==> config.mk <==
export PLATFORM = sky130hd
export DESIGN_NAME = lia_front
export DESIGN_NICKNAME = d
export VERILOG_FILES = /design/src/design/lia_pkg.sv /design/src/design/lia_front.sv
export VERILOG_INCLUDE_DIRS = /design/src /design/src/design
export SDC_FILE = /design/constraint.sdc
export NUM_CORES = 1
export LEC_CHECK = 0
export BUFFER_PORTS_ARGS = -buffer_cell sky130_fd_sc_hd__buf_2
export CORE_ASPECT_RATIO = 0.8
export CORE_MARGIN = 5
export CORE_UTILIZATION = 40
export CTS_BUF_LIST = sky130_fd_sc_hd__clkbuf_8
export DETAILED_ROUTE_END_ITERATION = 10
export GPL_ROUTABILITY_DRIVEN = 0
export PLACE_DENSITY = 0.65
export SLEW_MARGIN = 15
export SYNTH_ARGS = -nofsm -noshare
export SYNTH_HDL_FRONTEND = slang
export SYNTH_SLANG_ARGS = --single-unit
==> constraint.sdc <==
create_clock -name clk_i -period 4.5 [get_ports clk_i]
set_input_delay 0.225 -clock clk_i [delete_from_list [all_inputs] [get_ports clk_i]]
set_output_delay 0.225 -clock clk_i [all_outputs]
set_load 0.1 [all_outputs]
==> src/design/lut_interp_activation_top_assert.svh <==
// Assertion helpers shared by the activation block.
`ifndef LUT_INTERP_ACTIVATION_TOP_ASSERT_SVH
`define LUT_INTERP_ACTIVATION_TOP_ASSERT_SVH

// Condition that must hold at every clock edge out of reset.
`define LIA_ASSERT_HOLD(name, cond, msg) \
  name: assert property (@(posedge clk_i) disable iff (!rst_ni) (cond)) else $error(msg);

// Trigger in one cycle implies consequence in the next.
`define LIA_ASSERT_NEXT(name, trig, cons, msg) \
  name: assert property (@(posedge clk_i) disable iff (!rst_ni) (trig) |=> (cons)) \
    else $error(msg);

`endif

==> src/design/lia_pkg.sv <==
package lia_pkg;

  localparam int TABLE_ENTRIES_DEF = 257;
  localparam int QUEUE_DEPTH       = 4;
  localparam int IDX_PORT_W        = 9;
  // sample offset is scaled by 16 before the index/fraction split
  localparam int SCALE_SHIFT       = 4;

  localparam logic [31:0] Q_ONE     = 32'h0001_0000;
  localparam logic [31:0] Q_NEG_ONE = 32'hFFFF_0000;
  localparam logic [31:0] Q_ZERO    = 32'h0000_0000;

  localparam logic signed [31:0] DOMAIN_LOW_RST  = -32'sd524288;
  localparam logic signed [31:0] DOMAIN_HIGH_RST = 32'sd524288;

  typedef enum logic [1:0] {
    MODE_IDENTITY = 2'd0,
    MODE_RELU     = 2'd1,
    MODE_SIGMOID  = 2'd2,
    MODE_TANH     = 2'd3
  } lia_mode_e;

  typedef enum logic [1:0] {
    CFG_ACT_MODE    = 2'd0,
    CFG_DOMAIN_LOW  = 2'd1,
    CFG_DOMAIN_HIGH = 2'd2
  } lia_cfg_e;

  typedef enum logic {
    CMD_WRITE = 1'b0,
    CMD_EVAL  = 1'b1
  } lia_cmd_e;

  typedef enum logic [1:0] {
    KIND_WRITE  = 2'd0,
    KIND_DIRECT = 2'd1,
    KIND_INTERP = 2'd2
  } lia_kind_e;

  // One classified transaction as it travels from front to back.
  // data: table word for writes, final result for direct items.
  typedef struct packed {
    lia_kind_e   kind;
    logic [31:0] data;
    logic [15:0] frac;
  } lia_entry_t;

  typedef struct packed {
    logic full;
    logic empty;
  } lia_qstat_t;

endpackage

==> src/design/lia_front.sv <==
`include "lut_interp_activation_top_assert.svh"

module lia_front #(
  parameter int TABLE_ENTRIES = lia_pkg::TABLE_ENTRIES_DEF
) (
  input  logic                            clk_i,
  input  logic                            rst_ni,
  // configuration
  input  logic                            cfg_we_i,
  input  logic [1:0]                      cfg_index_i,
  input  logic [31:0]                     cfg_wdata_i,
  // input channel
  input  logic                            in_valid_i,
  output logic                            in_stall_o,
  input  logic                            cmd_i,
  input  logic [lia_pkg::IDX_PORT_W-1:0]  entry_index_i,
  input  logic signed [31:0]              entry_value_i,
  input  logic signed [31:0]              sample_i,
  // toward the queue
  output logic                            push_o,
  output lia_pkg::lia_entry_t             entry_o,
  output logic [$clog2(TABLE_ENTRIES)-1:0] addr_o,
  input  lia_pkg::lia_qstat_t             qstat_i
);

  localparam int IDX_W = $clog2(TABLE_ENTRIES);
  localparam int RAW_W = 16 + lia_pkg::SCALE_SHIFT;
  localparam int FRH   = 15 - lia_pkg::SCALE_SHIFT;

  lia_pkg::lia_mode_e act_mode_q;
  logic signed [31:0] domain_low_q;
  logic signed [31:0] domain_high_q;

  lia_pkg::lia_entry_t entry_q, entry_d;
  logic [IDX_W-1:0]    addr_q, addr_d;
  logic                valid_q, valid_d;

  logic               take;
  logic               keep;
  logic               below, above;
  logic signed [32:0] shifted;
  logic [RAW_W-1:0]   raw_idx;
  logic [RAW_W-1:0]   clamped_idx;

  // configuration registers
  always_ff @(posedge clk_i or negedge rst_ni) begin
    if (!rst_ni) begin
      act_mode_q    <= lia_pkg::MODE_IDENTITY;
      domain_low_q  <= lia_pkg::DOMAIN_LOW_RST;
      domain_high_q <= lia_pkg::DOMAIN_HIGH_RST;
    end else if (cfg_we_i) begin
      unique case (cfg_index_i)
        lia_pkg::CFG_ACT_MODE:    act_mode_q    <= lia_pkg::lia_mode_e'(cfg_wdata_i[1:0]);
        lia_pkg::CFG_DOMAIN_LOW:  domain_low_q  <= cfg_wdata_i;
        lia_pkg::CFG_DOMAIN_HIGH: domain_high_q <= cfg_wdata_i;
        default: ;
      endcase
    end
  end

  assign in_stall_o = valid_q && qstat_i.full;
  assign take       = in_valid_i && !in_stall_o;
  assign push_o     = valid_q && !qstat_i.full;

  // offset from the low limit; inside the domain it lies in 1 .. 2^32-1
  assign below   = (sample_i <= domain_low_q);
  assign above   = (sample_i >= domain_high_q);
  assign shifted = {sample_i[31], sample_i} - {domain_low_q[31], domain_low_q};
  assign raw_idx = shifted[31:16-lia_pkg::SCALE_SHIFT];
  assign clamped_idx = (raw_idx >= RAW_W'(TABLE_ENTRIES - 1)) ?
                       RAW_W'(TABLE_ENTRIES - 2) : raw_idx;

  always_comb begin
    entry_d.kind = lia_pkg::KIND_DIRECT;
    entry_d.data = sample_i;
    entry_d.frac = {shifted[FRH:0], lia_pkg::SCALE_SHIFT'(0)};
    addr_d       = IDX_W'(clamped_idx);
    keep         = 1'b1;
    if (cmd_i == lia_pkg::CMD_WRITE) begin
      entry_d.kind = lia_pkg::KIND_WRITE;
      entry_d.data = entry_value_i;
      addr_d       = IDX_W'(entry_index_i);
      // writes past the table are dropped here
      keep         = (32'(entry_index_i) < 32'(TABLE_ENTRIES));
    end else begin
      unique case (act_mode_q)
        lia_pkg::MODE_IDENTITY: entry_d.data = sample_i;
        lia_pkg::MODE_RELU:     entry_d.data = (sample_i > 0) ? sample_i : lia_pkg::Q_ZERO;
        lia_pkg::MODE_SIGMOID, lia_pkg::MODE_TANH: begin
          if (below) begin
            entry_d.data = (act_mode_q == lia_pkg::MODE_TANH) ?
                           lia_pkg::Q_NEG_ONE : lia_pkg::Q_ZERO;
          end else if (above) begin
            entry_d.data = lia_pkg::Q_ONE;
          end else begin
            entry_d.kind = lia_pkg::KIND_INTERP;
          end
        end
        default: entry_d.data = sample_i;
      endcase
    end
  end

  always_comb begin
    valid_d = valid_q;
    if (take) begin
      valid_d = keep;
    end else if (push_o) begin
      valid_d = 1'b0;
    end
  end

  always_ff @(posedge clk_i or negedge rst_ni) begin
    if (!rst_ni) begin
      valid_q <= 1'b0;
    end else begin
      valid_q <= valid_d;
    end
  end

  always_ff @(posedge clk_i) begin
    if (take) begin
      entry_q <= entry_d;
      addr_q  <= addr_d;
    end
  end

  assign entry_o = entry_q;
  assign addr_o  = addr_q;

  `LIA_ASSERT_NEXT(a_front_eval_kept, take && cmd_i == lia_pkg::CMD_EVAL, valid_q, "eval dropped")

endmodule

==> flow_metrics.tcl, run 1 <==
set metrics [dict create \
    outcome "complete, no violations" \
    vias 6896 \
    core-area_sq_um 19900 \
    crit_arrival_ps 3840 \
    post-place-cells 1204 \
    drc_errors 0 \
    cts_buffers 17 \
    max_cap_violations 0 \
    path_max_fanout 8 \
    worst_slew_pin_slew_ps 1140 \
    fin_crit_ps 3670 \
    worstSetupStartpointType "register" \
    fin_nets 1163 \
    fp.dieW_um 169 \
    ctsLongestPathBuffers 2 \
    ant_nets 0 \
    rsz0062_at_grt "false" \
    total_power_uw 4290 \
    die_h_um 137 \
    mappedNetlistArea_sq_um 8110 \
    switching_share_pct 43.3 \
    slowest_delay_ps 600 \
    synth_seq_cells 122 \
    fin_crit_sh_pct 81.5 \
    htree_levels 4 \
    busiest_layer "met2" \
    rows 46 \
    start_util_pct 40.8 \
    pwr-share-seq_pct 34.3 \
    cp_cell_sequence "ha_1, inv_1, fa_1, a211oi_1, o21ai_0, a211oi_1, o21ai_0, xor2_1, a211o_1, nor4_4, a21oi_1" \
    final_layout_size_suffix_gt1_share_pct 30.0 \
    grt_max_degree 68 \
    p_per_area_nw_per_um2 438 \
    finalClockSkew_ps 17.3 \
    regToRegEndpoint "addr_o[1]$_DFFE_PP_" \
    r2r-start "domain_low_q[0]$_DFFE_PN0P_" \
    yosys.area.top_type "edfxtp_1" \
    postCtsSetupBuffers 0 \
    hp-class "in -> reg" \
    met2_usage_pct 30.4 \
    port-buffer-count 169 \
    clock-sinks 122 \
    cts-root-buf "clkbuf_8" \
    area_delta_synth_final_pct 20.9 \
    cts_resized 0 \
    hpwl_um 18300 \
    r2r_slack_ps 830 \
    synth_edf_count 55 \
    grt_usage_pct 20.5 \
    crit_end "addr_o[1]$_DFFE_PP_" \
    ios 175 \
    synth_area_leaders "edfxtp_1 (20%), dfrtp_1 (16%), ha_1 (9.9%)" \
    grt_pass1_vias 6786 \
    net-switching-power_uw 1860 \
    grt_remaining_overflow 0 \
    criticalPathCategory "reg -> reg" \
    use_met1_pct 29.5 \
    max_slew_margin_pct 24.2 \
    cp.required_ps 4670 \
    path_clk_slew_ps 80 \
    vdd_ir_drop_max_mv 0.206 \
    p_clk_share_pct 22.1 \
    pwr-share-comb_pct 43.6 \
    antenna_found_initial 3 \
    finalHoldViolCount 0 \
    slew_violations 0 \
    synthArstFlopShare_pct 54.9 \
    cp-startpoint "domain_low_q[0]$_DFFE_PN0P_" \
    r2r_cells 11 \
    synth_cell_types 72 \
    num-fill-cells 1857 \
    yosysSeqAreaShare_pct 41.3 \
    slowest_stage "a211oi_1" \
    grt_pass1_wl_um 37200 \
    holdWs_ps 34.1 \
    syn_avg_cell_area_sq_um 10.2 \
    clk_latency_ps 460 \
    avgViaCountPerCell 5.46 \
    cts_tree "yes" \
    synth_most_common_cell "inv_1" \
    dr.pass1.iters 5 \
    synth_warnings 0 \
    setup_violations 0 \
    dieArea_sq_um 23200 \
    synth_common_cells "inv_1 (77), a21oi_1 (71), mux2_2 (66)" \
    end_kind "register" \
    critPathTopFamily "compound AO/OA/AOI/OAI gates" \
    netlist_instances 798 \
    synth_flop_cell "edfxtp_1" \
    p_int_uw 2430 \
    path_buf_inv 1 \
    wl_per_cell_um 18.9 \
    p_leak_uw 0.00439 \
    cts_hold_buf 25 \
    tns_ps 0 \
    path_depth 11 \
    synth_top_cell_area_share_pct 20.4 \
    fin_cells 1262 \
    fmax_ghz 0.273 \
    drt-total-wl_um 23900 \
    drtIter0Drc 565 \
    met3_usage_pct 5.39 \
]
==> power groups by stage <==
stage               clock [uW]  combinational (uW)  sequential, uW
finish                     949                1870            1470
detailed placement           0                1830            1490
global placement             0                1810            1490
global route              1020                2020            1490
CTS                        975                1850            1470
floorplan                    0                 989            1900
==> metrics by stage <==
stage / instance area [sq um] / setup WS, ps / utilization [%]
2_1_floorplan: 8120 / 589 / -
3_3_place_gp: 9180 / 823 / 46.2
3_5_place_dp: 9180 / 777 / 46.2
4_1_cts: 9800 / 856 / 49.4
5_1_grt: 9800 / 617 / 49.4
6_report: 9800 / 835 / 49.4
==> worst min-delay path by stage <==
| stage | from | slack, ps | cells after the start | to |
|---|---|---|---|---|
| 3_3_place_gp | in_valid_i | 440 | 2 | valid_q$_DFFE_PN0P_ |
| 3_5_place_dp | in_valid_i | 450 | 2 | valid_q$_DFFE_PN0P_ |
| 5_1_grt | cfg_wdata_i[31] | 10 | 2 | domain_low_q[31]$_DFFE_PN1P_ |
| 4_1_cts | cfg_wdata_i[25] | 3 | 2 | domain_high_q[25]$_DFFE_PN0P_ |
| 6_report | cfg_wdata_i[25] | 30 | 2 | domain_high_q[25]$_DFFE_PN0P_ |
| 2_1_floorplan | rst_ni | -70 | 0 | act_mode_q[0]$_DFFE_PN0P_ |
==> flip-flops by register name, indices dropped and copies added, names as in the netlist <==
| register | cells |
|---|---|
| domain_low_q | 32 |
| valid_q | 1 |
| addr_o | 9 |
| entry_o | 46 |
| domain_high_q | 32 |
| act_mode_q | 2 |
==> placed cells by master, fill, tap and decap left out, types with 7 or more instances in the layout <==
| cell type | n |
|---|---|
| edfxtp_1 | 55 |
| a221o_1 | 14 |
| o211ai_1 | 9 |
| and4_1 | 12 |
| ha_1 | 64 |
| o21a_1 | 7 |
| nor4_1 | 8 |
| and2_1 | 8 |
| inv_1 | 77 |
| a21oi_1 | 71 |
| nand3_1 | 13 |
| mux2i_1 | 19 |
| a21o_1 | 8 |
| mux2_2 | 66 |
| nand4_1 | 17 |
| nand2_1 | 51 |
| nor2_1 | 44 |
| xor2_1 | 8 |
| clkbuf_8 | 17 |
| xnor2_1 | 12 |
| dlygate4sd3_1 | 25 |
| nor3_1 | 10 |
| o21ai_0 | 30 |
| o21bai_1 | 8 |
| dfrtp_1 | 53 |
| buf_4 | 7 |
| dfstp_2 | 14 |
| buf_2 | 169 |
| a211oi_1 | 9 |
==> layout make-up <==
class,instances,area (sq um),area share (%)
Tap cell,264,330,3.37
Antenna cell,1,2.50,0.0255
Clock inverter,15,139,1.42
Timing Repair Buffer,201,1150,11.7
Multi-Input combinational cell,565,4310,44.0
Clock buffer,17,234,2.39
Inverter,77,289,2.95
Sequential cell,122,3350,34.1
==> logic make-up (layout without fill, tap and decap cells) <==
| family | Yosys count | count (layout) | share of synthesized area (%) |
|---|---|---|---|
| compound gates | 194 | 194 | 16.3 |
| xor+xnor | 20 | 20 | 2.16 |
| fa+ha+maj | 65 | 65 | 10.1 |
| buf+inv | 114 | 310 | 5.79 |
| flops | 122 | 122 | 41.3 |
| mux | 85 | 85 | 11.5 |
| other cells | 1 | 5 | 0.0462 |
| simple gates | 197 | 197 | 12.8 |
==> layer usage <==
| metal | share of wire [%] | wire length [um] | vias up |
|---|---|---|---|
| met3 | 7.6 | 1810 | 35 |
| met4 | 1.8 | 442 | 4 |
| li1 | - | - | 3315 |
| met5 | 0.10 | 25 | - |
| met2 | 43 | 10300 | 259 |
| met1 | 47 | 11300 | 3283 |
Note: power is estimated with default switching activity, not from simulation.
==> run 2: changes to the inputs <==
==> constraint.sdc (replaced) <==
create_clock -name clk_i -period 3.8 [get_ports clk_i]
set_input_delay 0.19 -clock clk_i [delete_from_list [all_inputs] [get_ports clk_i]]
set_output_delay 0.19 -clock clk_i [all_outputs]
set_load 0.1 [all_outputs]
==> run 2 against run 1 <==
Against the previous run:
- utilization up 0.72 points
- highest routed layer is now met4
- clock skew shrank 1.1 ps
- first-iteration DRC count grew 18%
- die area unchanged
- largest power group unchanged
- register-to-register slack worse by 470 ps
- largest cell class unchanged
==> flow_metrics.tcl, run 2 (synthesis gave the netlist of run 1 again) <==
set metrics [dict create \
    outcome "complete, no violations" \
    finalClockSkew_ps 16.2 \
    clock-sinks 122 \
    ant_nets 0 \
    wl_met3_um 1690 \
    dieArea_sq_um 23200 \
    wl_per_cell_um 19.0 \
    path_buf_inv 1 \
    start_util_pct 40.8 \
    grt_remaining_overflow 0 \
    criticalPathCategory "reg -> reg" \
    fin_cells 1274 \
    grt_pass1_wl_um 37700 \
    hpwl_um 18500 \
    grt_pass1_vias 6894 \
    worstSetupStartpointType "register" \
    port-buffer-count 169 \
    postCtsSetupBuffers 0 \
    crit_arrival_ps 3640 \
    fp.dieW_um 169 \
    area_delta_synth_final_pct 22.6 \
    end_kind "register" \
    cp-startpoint "domain_low_q[19]$_DFFE_PN1P_" \
    total_power_uw 5180 \
    cts-root-buf "clkbuf_8" \
    ctsLongestPathBuffers 2 \
    fin_util_pct 50.1 \
    antenna_found_initial 1 \
    num-fill-cells 1860 \
    max_cap_violations 0 \
    cts_resized 0 \
    cts_hold_buf 32 \
    path_common_cell "and4_1" \
    finalHoldViolCount 0 \
    post-place-cells 1209 \
    met1_length_um 11600 \
    layout_common_cells "buf_2 (168), inv_1 (81), a21oi_1 (71)" \
    routed.top_layer "met4" \
    ios 175 \
    cp_cell_sequence "inv_1, ha_1, and4_1, and4_1, nand3_1, or3b_1, o22ai_4, nand3b_2, a21oi_1, a221o_1" \
    largest_reg_flops 46 \
    die_h_um 137 \
    fin_crit_ps 3440 \
    p_leak_uw 0.00448 \
    p_per_area_nw_per_um2 521 \
    fin_crit_sh_pct 90.5 \
    cts_tree "yes" \
    met2_length_um 10600 \
    avgViaCountPerCell 5.48 \
    path_max_fanout 15 \
    htree_levels 4 \
    fmax_ghz 0.291 \
    final_common_cell "buf_2" \
    grt_max_degree 56 \
    hold_start "cfg_wdata_i[12]" \
    fin_nets 1175 \
    drtIter0Drc 667 \
    clk_latency_ps 460 \
    r2r-start "domain_low_q[19]$_DFFE_PN1P_" \
    cts_buffers 17 \
    slowest_delay_ps 530 \
    grt_usage_pct 20.9 \
    hp-class "in -> reg" \
    slowest_stage "dfstp_2" \
    slew_violations 0 \
    rsz0062_at_grt "false" \
    post_dp_cell_area_sq_um 9220 \
    drc_errors 0 \
    vias 6981 \
    cp.required_ps 4000 \
    finish.instance_area_sq_um 9950 \
    path_clk_slew_ps 80 \
    worst_slew_pin_slew_ps 1120 \
    setup_violations 0 \
    final_layout_size_suffix_gt1_share_pct 29.7 \
    vdd_ir_drop_max_mv 0.339 \
    regArea_sq_um 3350 \
    core-area_sq_um 19900 \
    multi_input_area_sq_um 4310 \
    max_slew_margin_pct 25.2 \
    critPathTopFamily "simple AND/OR/NAND/NOR gates" \
    dr.pass1.iters 5 \
    drt-total-wl_um 24200 \
    tns_ps 0 \
    rows 46 \
]
run 2: cell count changes in the layout (fill, tap and decap cells not counted), sizes merged:
cell         delta
buf             +5
bufinv          +2
clkbuf          +1
clkinv          +1
clkinvlp        -2
dlygate4sd3     +7
inv             -2
run 2: final timing paths:
check	slack, ps	endpoint	depth (start not counted)
setup / recovery	360	entry_o[40]$_DFFE_PP_	10
hold / removal	30	domain_low_q[12]$_DFFE_PN0P_	2
setup reg to reg	360	entry_o[40]$_DFFE_PP_	10
hold reg to reg	510	domain_low_q[18]$_DFFE_PN0P_	1
max in group asynchronous	2690	domain_high_q[19]$_DFFE_PN1P_	3
min in group asynchronous	280	domain_low_q[5]$_DFFE_PN0P_	2
run 2: cell type report:
type | count | area share, %
diodes | 1 | 0.0252
clock buffers | 18 | 2.49
clock inverters | 14 | 1.59
inverters | 77 | 2.91
multi-input cells | 565 | 43.4
flip-flops and latches | 122 | 33.6
well taps | 264 | 3.32
repair buffers | 213 | 12.7
run 2: stage by stage:
stage | setup WS, ps | hold WS (ps)
finish | 360 | 27.3
floorplan | 799 | -106
detailed placement | 382 | 424
CTS | 381 | 0.912
global placement | 421 | 412
global route | 157 | 1.56
run 2: per-layer routing:
layer	track usage [%]	vias to the layer above
li1	-	3337
met4	5.72	0
met3	5.54	27
met2	31.2	242
met1	30.1	3375
met5	0	-
run 2: where the power goes:
part | internal, uW | switching, uW | total [uW] | leakage [uW]
sequential | 1650 | 98.5 | 1740 | 0.00130
combinational | 729 | 1500 | 2230 | 0.00296
clock | 658 | 550 | 1210 | 0.000218
