## src/design/lut_interp_activation_top_assert.svh

```systemverilog
// Assertion helpers shared by the activation block.
`ifndef LUT_INTERP_ACTIVATION_TOP_ASSERT_SVH
`define LUT_INTERP_ACTIVATION_TOP_ASSERT_SVH

// Condition that must hold at every clock edge out of reset.
`define LIA_ASSERT_HOLD(name, cond, msg) \
  name: assert property (@(posedge clk_i) disable iff (!rst_ni) (cond)) else $error(msg);

// Trigger in one cycle implies consequence in the next.
`define LIA_ASSERT_NEXT(name, trig, cons, msg) \
  name: assert property (@(posedge clk_i) disable iff (!rst_ni) (trig) |=> (cons)) \
    else $error(msg);

`endif

```

## src/design/lia_pkg.sv

```systemverilog
package lia_pkg;

  localparam int TABLE_ENTRIES_DEF = 257;
  localparam int QUEUE_DEPTH       = 4;
  localparam int IDX_PORT_W        = 9;
  // sample offset is scaled by 16 before the index/fraction split
  localparam int SCALE_SHIFT       = 4;

  localparam logic [31:0] Q_ONE     = 32'h0001_0000;
  localparam logic [31:0] Q_NEG_ONE = 32'hFFFF_0000;
  localparam logic [31:0] Q_ZERO    = 32'h0000_0000;

  localparam logic signed [31:0] DOMAIN_LOW_RST  = -32'sd524288;
  localparam logic signed [31:0] DOMAIN_HIGH_RST = 32'sd524288;

  typedef enum logic [1:0] {
    MODE_IDENTITY = 2'd0,
    MODE_RELU     = 2'd1,
    MODE_SIGMOID  = 2'd2,
    MODE_TANH     = 2'd3
  } lia_mode_e;

  typedef enum logic [1:0] {
    CFG_ACT_MODE    = 2'd0,
    CFG_DOMAIN_LOW  = 2'd1,
    CFG_DOMAIN_HIGH = 2'd2
  } lia_cfg_e;

  typedef enum logic {
    CMD_WRITE = 1'b0,
    CMD_EVAL  = 1'b1
  } lia_cmd_e;

  typedef enum logic [1:0] {
    KIND_WRITE  = 2'd0,
    KIND_DIRECT = 2'd1,
    KIND_INTERP = 2'd2
  } lia_kind_e;

  // One classified transaction as it travels from front to back.
  // data: table word for writes, final result for direct items.
  typedef struct packed {
    lia_kind_e   kind;
    logic [31:0] data;
    logic [15:0] frac;
  } lia_entry_t;

  typedef struct packed {
    logic full;
    logic empty;
  } lia_qstat_t;

endpackage

```

## src/design/lia_fifo.sv

```systemverilog
`include "lut_interp_activation_top_assert.svh"

module lia_fifo #(
  parameter int WIDTH = 50,
  parameter int DEPTH = 4
) (
  input  logic              clk_i,
  input  logic              rst_ni,
  input  logic              push_i,
  input  logic [WIDTH-1:0]  wdata_i,
  input  logic              pop_i,
  output logic [WIDTH-1:0]  rdata_o,
  output lia_pkg::lia_qstat_t stat_o
);

  localparam int PTR_W = (DEPTH > 1) ? $clog2(DEPTH) : 1;
  localparam int CNT_W = $clog2(DEPTH + 1);

  logic [WIDTH-1:0] slot_q [DEPTH];
  logic [PTR_W-1:0] wr_ptr_q, wr_ptr_d;
  logic [PTR_W-1:0] rd_ptr_q, rd_ptr_d;
  logic [CNT_W-1:0] count_q, count_d;
  logic             do_push, do_pop;

  assign stat_o.full  = (count_q == CNT_W'(DEPTH));
  assign stat_o.empty = (count_q == '0);
  assign do_push      = push_i && !stat_o.full;
  assign do_pop       = pop_i && !stat_o.empty;
  assign rdata_o      = slot_q[rd_ptr_q];

  always_comb begin
    wr_ptr_d = wr_ptr_q;
    rd_ptr_d = rd_ptr_q;
    count_d  = count_q;
    if (do_push) begin
      wr_ptr_d = (wr_ptr_q == PTR_W'(DEPTH - 1)) ? '0 : wr_ptr_q + 1'b1;
    end
    if (do_pop) begin
      rd_ptr_d = (rd_ptr_q == PTR_W'(DEPTH - 1)) ? '0 : rd_ptr_q + 1'b1;
    end
    if (do_push && !do_pop) begin
      count_d = count_q + 1'b1;
    end else if (do_pop && !do_push) begin
      count_d = count_q - 1'b1;
    end
  end

  always_ff @(posedge clk_i or negedge rst_ni) begin
    if (!rst_ni) begin
      wr_ptr_q <= '0;
      rd_ptr_q <= '0;
      count_q  <= '0;
    end else begin
      wr_ptr_q <= wr_ptr_d;
      rd_ptr_q <= rd_ptr_d;
      count_q  <= count_d;
    end
  end

  always_ff @(posedge clk_i) begin
    if (do_push) begin
      slot_q[wr_ptr_q] <= wdata_i;
    end
  end

  `LIA_ASSERT_HOLD(a_fifo_count_bound, count_q <= CNT_W'(DEPTH), "queue count past depth")
  `LIA_ASSERT_NEXT(a_fifo_push_fills, do_push && !do_pop, !stat_o.empty, "queue lost a push")

endmodule

```

## config.mk

```make
export PLATFORM = sky130hd
export DESIGN_NAME = lia_fifo
export DESIGN_NICKNAME = d
export VERILOG_FILES = /design/src/design/lia_pkg.sv /design/src/design/lia_fifo.sv
export VERILOG_INCLUDE_DIRS = /design/src /design/src/design
export SDC_FILE = /design/constraint.sdc
export NUM_CORES = 1
export LEC_CHECK = 0
export BUFFER_PORTS_ARGS = -buffer_cell sky130_fd_sc_hd__buf_2
export CAP_MARGIN = 20
export CORE_MARGIN = 8
export CORE_UTILIZATION = 57
export DETAILED_ROUTE_END_ITERATION = 6
export PLACE_DENSITY = 0.76
export SLEW_MARGIN = 20
export SYNTH_ARGS = -nofsm -noshare
export SYNTH_HDL_FRONTEND = slang
export SYNTH_SLANG_ARGS = --single-unit
export TNS_END_PERCENT = 5
```

## constraint.sdc

```tcl
create_clock -name clk_i -period 3.2 [get_ports clk_i]
set_input_delay 0.16 -clock clk_i [delete_from_list [all_inputs] [get_ports clk_i]]
set_output_delay 0.16 -clock clk_i [all_outputs]
set_load 0.005 [all_outputs]
```

==> results of run 1 <==
-- worst min path at each step --
stage / from / to / slack (ns)
2_1_floorplan: rst_ni / count_q[0] / -0.14
3_3_place_gp: rst_ni / wr_ptr_q[1] / 0.002
3_5_place_dp: rst_ni / wr_ptr_q[0] / 0.008
4_1_cts: rst_ni / wr_ptr_q[1] / 0.04
5_1_grt: rst_ni / wr_ptr_q[0] / 0.06
6_report: rst_ni / wr_ptr_q[0] / 0.05
-- kinds of logic after synthesis --
logic type               Yosys count
flip-flops                       207
multiplexers                      54
XOR/XNOR                           3
buffers and inverters             16
AO/OA/AOI/OAI                      2
AND/OR/NAND/NOR                   10
adder cells (fa/ha/maj)            7
-- sequential cells by signal, indices dropped and copies added (netlist names) --
| signal | flops |
|---|---|
| count_q | 3 |
| slot_q | 200 |
| rd_ptr_q | 2 |
| wr_ptr_q | 2 |
-- routing by layer --
layer  up-vias  track usage  wire, um  part of all wire
met2       132        0.254      6660              0.48
met4         0       0.0396       198             0.014
met3        19       0.0457       994             0.072
li1       1607            -         -                 -
met1      1845        0.209      6000              0.43
met5         -            0         0                 0
-- metrics by stage --
step	hold WS, ns	util
floorplan	-0.136	-
global placement	0.00165	0.641
detailed placement	0.00846	0.641
CTS	0.0351	0.727
global route	0.0559	0.728
finish	0.0451	0.728
-- area by class of cell --
type | count | area share
Multi-Input combinational cell | 76 | 0.144
Antenna cell | 1 | 0.000261
Sequential cell | 207 | 0.645
Tap cell | 176 | 0.0229
Clock inverter | 10 | 0.00978
Clock buffer | 25 | 0.0563
Timing Repair Buffer | 162 | 0.120
Inverter | 3 | 0.00117
-- power by group through the flow --
stage	Sequential, mW	Combinational (mW)	Clock (mW)
global placement	3.93	2.18	0
floorplan	3.76	1.47	0
CTS	3.92	2.28	2.28
finish	3.90	2.21	2.24
global route	3.97	2.39	2.38
detailed placement	3.97	2.21	0
-- worst max-delay path: stages, from the launching register on --
cell	delay (ns)
dfrtp_4	0.80
buf_12	0.31
mux4_2	0.56
buf_2	0.15
-- cells in the mapped netlist, types with 3 or more instances --
cell type | count | share of area
buf_4 | 5 | 0.0049
ha_1 | 6 | 0.0098
dfrtp_1 | 7 | 0.023
inv_1 | 3 | 0.0015
buf_2 | 4 | 0.0026
edfxtp_1 | 200 | 0.79
and2_1 | 4 | 0.0033
clkbuf_1 | 4 | 0.0020
mux4_2 | 50 | 0.15
==> reports/metrics.csv, run 1 <==
metric,value,unit
Synth Warn #,0,
reg2reg setup slack,0.91,ns
CP endpoint kind,output port,
"Distinct cells, synth",20,
vias in the first global route,3854,
Worst-path clk slew,0.06,ns
largest family of logic cells by synthesized area,multiplexers,
Max Fclk,0.406,GHz
Post-synth EDFFs,200,
Post CTS Setup Buffer Count,0,
Slew Limit Headroom,0.598,
cell count after placement,573,
Worst Max-Slew Pin Slew,0.603,ns
core box area,13200,um^2
initial antenna violation count,1,
outcome,"finished, final reports clean",
"commonest non-fill, non-tap cell in the layout",edfxtp_1,
Fin. Hold Viols,0,
port buffer count,105,
Mapped Cells,299,
xor/xnor cell area share of the yosys netlist,0.00344,
DR vias/cell,5.46,
Syn Area/Cell,25.6,um^2
final worst slack,0.738,ns
Area Growth Syn to Fin,25.5,%
gr usage total,0.158,
sequential share of the synthesized area,0.808,
Multi-input gate area,1390,um^2
Power Density,870,nW/um^2
Comb pwr share,0.264,
htree depth,1,
Worst R2R Start,count_q[2],
synthesized net count,360,
FF-to-FF End,count_q[2],
Die Span X,132,um
number of hold buffers added after CTS,51,
CTS tree,done,
clock share of power,0.268,
mux cell area share after synthesis,0.154,
Leak,3.35,nW
Slew Limit Fails,0,
CP Capture Point,rdata_o[5],
row count,42,
Tot Pwr,8.35,mW
unrepaired setup endpoints after global routing,no,
max-cap violation count,0,
Post-DP HPWL,8230,um
Layout Nets,531,
Synth Register Bits,207,
Synth Area in Compound Gates,0.00262,
CTS resizes,0,
Reg area,6190,um^2
clk_skew,0.00987,ns
1st-pass router iterations,4,
initial drt markers,321,
Post-Syn Area,7650,um^2
Post-DRT Antenna Nets,0,
crit share post-route,0.769,
"Req. time, crit path",3.04,ns
post-layout instance area,9600,um^2
Hold WC Path Type,in -> async,
Chip Height,132,um
Pint,6.14,mW
Seq pwr share,0.467,
CTS sink count,207,
Worst VDD drop,648,uV
via count,3603,
Placed Instance Area,8450,um^2
TNS Setup,0,ns
I/O Pins,106,
CTS Buf Count,20,
setup violators final,0,
first-pass GRT wire length,21600,um
pre-CTS setup slack,0.942,ns
clock tree root driver cell,clkbuf_16,
minimum clock period,2.46,ns
Max Fanout on Critical Path,29,
Starting Density,0.580,
grt ovf,0,
Adder-Cell Fraction of Synth Area,0.0124,
WL/cell,21.0,um
Simple-Gate Fraction of Synth Area,0.00802,
most frequent cells in the layout,"edfxtp_1, buf_2, dlygate4sd3_1",
switch share,0.265,
pin count of the biggest net entering global routing,51,
Routed WL,13900,um
startpoint types,flop,
crit path DAT,2.30,ns
proportion of layout cells with a drive suffix above 1,0.412,
critical path launch point,rd_ptr_q[0],
GP Congestion,0.690,
# fillers,769,
critical setup path kind,reg -> out,
R2R depth,8,
Synth async-reset ratio,0.0338,
worst skew pair latency,0.47,ns
Clock Tree Buf Depth,3,
Net Switching,2.21,mW
ys flop type,edfxtp_1,
DRC Markers,0,
Non-Filler Instances,660,
Die ar.,17400,um^2
Power figures use the tool's default switching activity.
==> run 2: changes to the inputs <==
clock period = 2.4 ns   (was 3.2 ns; I/O delays follow)
==> run 2 against run 1 <==
Final area increased by 0.13%. Largest power group unchanged. Register-to-register slack got worse by 0.62 ns. Clock-buffer cell count unchanged. Clock power increased by 33%. Utilization is 0.095 points higher. Sequential power is 31% higher. First-iteration DRC count down 24%. Largest cell class unchanged. Worst setup slack worse by 0.56 ns.
==> reports/metrics.csv, run 2 (synthesized netlist as in run 1, its figures left out) <==
metric,value,unit,change
outcome,"finished, final reports clean",,
pre-CTS setup slack,0.295,ns,-0.646 ns
Hold WS,0.00766,ns,-0.0374 ns
vias in the first global route,4032,,+4.6%
Routed WL,13800,um,-0.46%
row count,42,,unchanged
Final Util,0.729,,+0.000949
proportion of layout cells with a drive suffix above 1,0.420,,+0.00840
CTS sink count,207,,unchanged
CTS Buf Count,20,,unchanged
Fin. Hold Viols,0,,unchanged
clock tree root driver cell,clkbuf_16,,
Die Span X,132,um,unchanged
Reg area,6190,um^2,unchanged
first-pass GRT wire length,21700,um,+0.70%
DRC Markers,0,,unchanged
initial antenna violation count,0,,-1
Post-DP HPWL,8540,um,+3.7%
reg2reg setup slack,0.29,ns,-0.62 ns
Die ar.,17400,um^2,unchanged
htree depth,1,,unchanged
post-layout instance area,9610,um^2,+0.13%
DR vias/cell,5.46,,about the same
grt ovf,0,,unchanged
antenna cells,0,,-1
Multi-input gate area,1390,um^2,unchanged
core box area,13200,um^2,unchanged
CTS tree,done,,
Worst R2R Start,count_q[0],,
Worst Max-Slew Pin Slew,0.454,ns,-0.149 ns
Layout Nets,538,,+1.3%
Worst-path clk slew,0.06,ns,about the same
crit share post-route,0.925,,
"commonest non-fill, non-tap cell in the layout",edfxtp_1,,
via count,3635,,+0.89%
unrepaired setup endpoints after global routing,no,,
Slew Limit Fails,0,,unchanged
Area Growth Syn to Fin,25.7,%,
"Req. time, crit path",2.28,ns,-0.76 ns
Placed Instance Area,8460,um^2,+0.18%
worst skew pair latency,0.47,ns,about the same
# fillers,774,,+0.65%
Power Density,1160,nW/um^2,+33%
Chip Height,132,um,unchanged
GP Congestion,0.682,,-1.1%
Max Fanout on Critical Path,22,,-24%
Slew Limit Headroom,0.698,,+0.0996
Tot Pwr,11.2,mW,+34%
I/O Pins,106,,unchanged
clk_skew,0.00887,ns,-0.000993 ns
startpoint types,flop,,
register with the most flip-flops,slot_q,,
critical setup path kind,reg -> out,,
CP endpoint kind,output port,,
Hold WC Path Type,in -> async,,
gr usage total,0.160,,+0.00211
CTS resizes,0,,unchanged
most frequent cells in the layout,"edfxtp_1, buf_2, dlygate4sd3_1",,
pin count of the biggest net entering global routing,46,,-9.8%
port buffer count,105,,unchanged
crit path DAT,2.10,ns,-0.20 ns
final worst slack,0.180,ns,-0.559 ns
Max Fclk,0.450,GHz,
max-cap violation count,0,,unchanged
Leak,3.38,nW,+0.84%
Top Registers,"slot_q (200), count_q (3)",,
minimum clock period,2.22,ns,
Starting Density,0.580,,unchanged
setup violators final,0,,unchanged
WL/cell,20.7,um,-1.4%
R2R depth,7,,-1
initial drt markers,244,,-24%
Clock Tree Buf Depth,3,,unchanged
FF-to-FF End,count_q[2],,
Largest register FFs,200,,unchanged
1st-pass router iterations,4,,unchanged
Worst VDD drop,738,uV,+14%
Post-DRT Antenna Nets,0,,unchanged
## run 2: changes by cell type in the layout (fill, tap and decap cells not counted), sizes merged
cell / delta
buf: +7
diode: -1
## run 2: stage by stage
stage                     setup TNS (ns)  std cells
after floorplan                    -9.97        299
after global placement                 0        580
after detailed placement               0        580
after CTS                              0        666
after global routing                   0        666
final                                  0        666
## run 2: report_power, final
part,leakage (nW),internal [mW],switching (mW)
Sequential,1.91,4.78,0.316
Clock,0.311,1.80,1.19
Combinational,1.16,1.61,1.45
## run 2: worst max path at each step
stage                startpoint           end  slack, ns  depth (start not counted)
floorplan            count_q[2]  slot_q[1][0]      -0.07                          4
global placement     count_q[0]    count_q[2]       0.41                          7
detailed placement   count_q[0]    count_q[2]       0.30                          7
CTS                 rd_ptr_q[0]   rdata_o[40]       0.10                          3
global route        rd_ptr_q[0]   rdata_o[40]       0.05                          3
finish              rd_ptr_q[0]   rdata_o[40]       0.18                          3
## run 2: what timing repair did
action	in CTS	in global routing
setup buffers	0	0
hold endpoints to repair	207	0
hold buffers	51	0
## run 2: cell type report
| cell class | instances | area share |
|---|---|---|
| repair buffers | 169 | 0.122 |
| multi-input cells | 76 | 0.144 |
| well taps | 176 | 0.0229 |
| inverters | 3 | 0.00117 |
| flip-flops and latches | 207 | 0.644 |
| clock inverters | 10 | 0.00977 |
| clock buffers | 25 | 0.0562 |
## run 2: worst max-delay path: stages (launching register included)
cell     delay [ns]
dfrtp_4        0.66
buf_12         0.26
mux4_2         0.55
buf_2          0.15
## run 2: per-layer routing
layer / up-vias / global-route usage / wire (um)
li1: 1626 / - / -
met1: 1862 / 0.202 / 5580
met2: 131 / 0.272 / 7030
met3: 16 / 0.0400 / 932
met4: 0 / 0.0447 / 247
met5: - / 0 / 0
==> run 3: changes to the inputs <==
CORE_MARGIN = 1.5   (was 8)
CORE_UTILIZATION = 59   (was 57)
CTS_BUF_LIST = sky130_fd_sc_hd__clkbuf_8   (was default)
PLACE_DENSITY = 0.79   (was 0.76)
==> run 3 against run 2 <==
Sequential cell count unchanged. First-iteration DRC count decreased by 15%. Fmax decreased by 3.4%. Utilization increased by 3.0 points. Final cell count is 2.6% higher. Register-to-register slack worse by 0.06 ns. Total power decreased by 4.7%. Die area is 21% lower. Sequential power is 0.8% higher. Via count increased by 2.6%. Clock-buffer cell count increased by 6. Critical path type unchanged. Critical endpoint is now rdata_o[33].
==> reports/metrics.csv, run 3 (synthesized netlist as in run 1, its figures left out) <==
metric,value,unit,change
outcome,"finished, final reports clean",,
Pint,7.67,mW,-6.5%
Layout Nets,555,,+3.2%
htree depth,1,,unchanged
"Req. time, crit path",2.28,ns,about the same
Slew Limit Fails,0,,unchanged
clock tree root driver cell,clkbuf_8,,
Non-Filler Instances,683,,+2.6%
cell count after placement,579,,-0.17%
Hold WS,0.229,ns,+0.222 ns
final worst slack,0.101,ns,-0.0785 ns
most frequent cells in the layout,"edfxtp_1, buf_2, dlygate4sd3_1",,
Slew Limit Headroom,0.622,,-0.0755
crit path DAT,2.18,ns,+0.08 ns
switch share,0.279,,+0.0140
first-pass GRT wire length,20200,um,-7.0%
minimum clock period,2.30,ns,+0.0785 ns
initial antenna violation count,0,,unchanged
"commonest non-fill, non-tap cell in the layout",edfxtp_1,,
Seq pwr share,0.484,,+0.027
crit path cell chain,"buf_4, mux4_2, buf_2",,
worst skew pair latency,0.52,ns,+0.05 ns
Worst Max-Slew Pin Slew,0.567,ns,+0.113 ns
Routed WL,13600,um,-1.1%
Hold WC Path Type,in -> reg,,
CTS sink count,207,,unchanged
initial drt markers,207,,-15%
antenna cells,0,,unchanged
GP Congestion,0.696,,+2.0%
via count,3730,,+2.6%
pre-CTS setup slack,0.254,ns,-0.0411 ns
CTS tree,done,,
Worst VDD drop,647,uV,-12%
Post-DRT Antenna Nets,0,,unchanged
Net Switching,2.96,mW,+0.37%
CTS Buf Count,31,,+55%
core box area,12600,um^2,-4.3%
DR vias/cell,5.46,,about the same
register with the most flip-flops,slot_q,,
Worst-path clk slew,0.06,ns,about the same
gr usage total,0.203,,+0.0426
Max Fanout on Critical Path,23,,+4.5%
vias in the first global route,3844,,-4.7%
Post-DP HPWL,7870,um,-7.8%
Chip Height,117,um,-11%
Largest register FFs,200,,unchanged
1st-pass router iterations,4,,unchanged
unrepaired setup endpoints after global routing,no,,
Max Fclk,0.435,GHz,-3.4%
clock share of power,0.222,,-0.046
pin count of the biggest net entering global routing,36,,-22%
Top Registers,"slot_q (200), count_q (3)",,
clk_skew,0.0124,ns,+0.00351 ns
startpoint types,flop,,
max-cap violation count,0,,unchanged
Area Growth Syn to Fin,25.1,%,
CP max-delay cell,dfrtp_2,,
crit share post-route,0.958,,+0.0327
Fin. Hold Viols,0,,unchanged
port buffer count,105,,unchanged
Die Span X,117,um,-11%
Final Util,0.758,,+0.0296
critical setup path kind,reg -> out,,
Comb pwr share,0.295,,+0.021
setup violators final,0,,unchanged
DRC Markers,0,,unchanged
Die ar.,13700,um^2,-21%
Leak,3.40,nW,+0.73%
Power Density,1110,nW/um^2,-4.3%
row count,41,,-2.4%
CTS resizes,0,,unchanged
I/O Pins,106,,unchanged
CP endpoint kind,output port,,
proportion of layout cells with a drive suffix above 1,0.427,,+0.00621
"Largest stage delay, worst path",0.73,ns,+0.07 ns
grt ovf,0,,unchanged
Starting Density,0.606,,+0.0262
Clock Tree Buf Depth,3,,unchanged
WL/cell,20.0,um,-3.6%
[run 3: cell count changes in the layout (fill, tap and decap cells not counted), sizes merged]
cell         delta
clkinv          +1
dlygate4sd3     +2
buf             +4
inv            +10
clkbuf          +6
bufinv          -2
[run 3: through the flow]
stage               setup TNS (ns)  total power [mW]  area (um^2)
global placement                 0              8.14         8510
floorplan                    -9.97              6.96         7650
CTS                              0              10.7         9570
finish                           0              10.6         9570
detailed placement               0              8.25         8510
global route                     0              11.2         9570
[run 3: layout make-up]
cell class                      instances  area, um^2
Fill cell                             715        3050
Multi-Input combinational cell         76        1390
Clock inverter                         19        75.1
Clock buffer                           31         427
Timing Repair Buffer                  175        1270
Tap cell                              172         215
Inverter                                3        11.3
Sequential cell                       207        6190
[run 3: worst paths after layout]
kind / slack [ns] / from / cells after the start / to
min in group asynchronous: 0.58 / rst_ni / 3 / count_q[1]
min: 0.23 / push_i / 4 / wr_ptr_q[1]
max: 0.10 / rd_ptr_q[1] / 3 / rdata_o[33]
max reg2reg: 0.23 / count_q[0] / 7 / count_q[2]
max in group asynchronous: 1.55 / rst_ni / 3 / rd_ptr_q[0]
min reg2reg: 0.57 / count_q[2] / 1 / count_q[2]
[run 3: layer usage]
layer	routed length, um	vias up	track usage
li1	-	1662	-
met1	5550	1920	0.272
met2	7030	128	0.349
met3	832	20	0.0360
met4	221	0	0.0610
met5	0	-	0
[run 3: power by group through the flow]
| stage | Combinational [mW] | Clock (mW) | Sequential [mW] |
|---|---|---|---|
| 2_1_floorplan | 1.96 | 0 | 5.01 |
| 3_3_place_gp | 2.92 | 0 | 5.21 |
| 3_5_place_dp | 2.98 | 0 | 5.27 |
| 4_1_cts | 3.18 | 2.40 | 5.15 |
| 5_1_grt | 3.41 | 2.55 | 5.21 |
| 6_report | 3.14 | 2.36 | 5.14 |
[run 3: critical path: cells and delay by family, from the launching register on]
| kind | cells | cell delay [ns] |
|---|---|---|
| buffers and inverters | 2 | 0.55 |
| multiplexers | 1 | 0.38 |
| flip-flops | 1 | 0.73 |
[run 3: timing repair]
action                                 in CTS  in global routing
setup buffers                               1                  0
endpoints found under the hold margin     209                  0
setup endpoints to repair                   9                  0
hold buffers                               53                  0
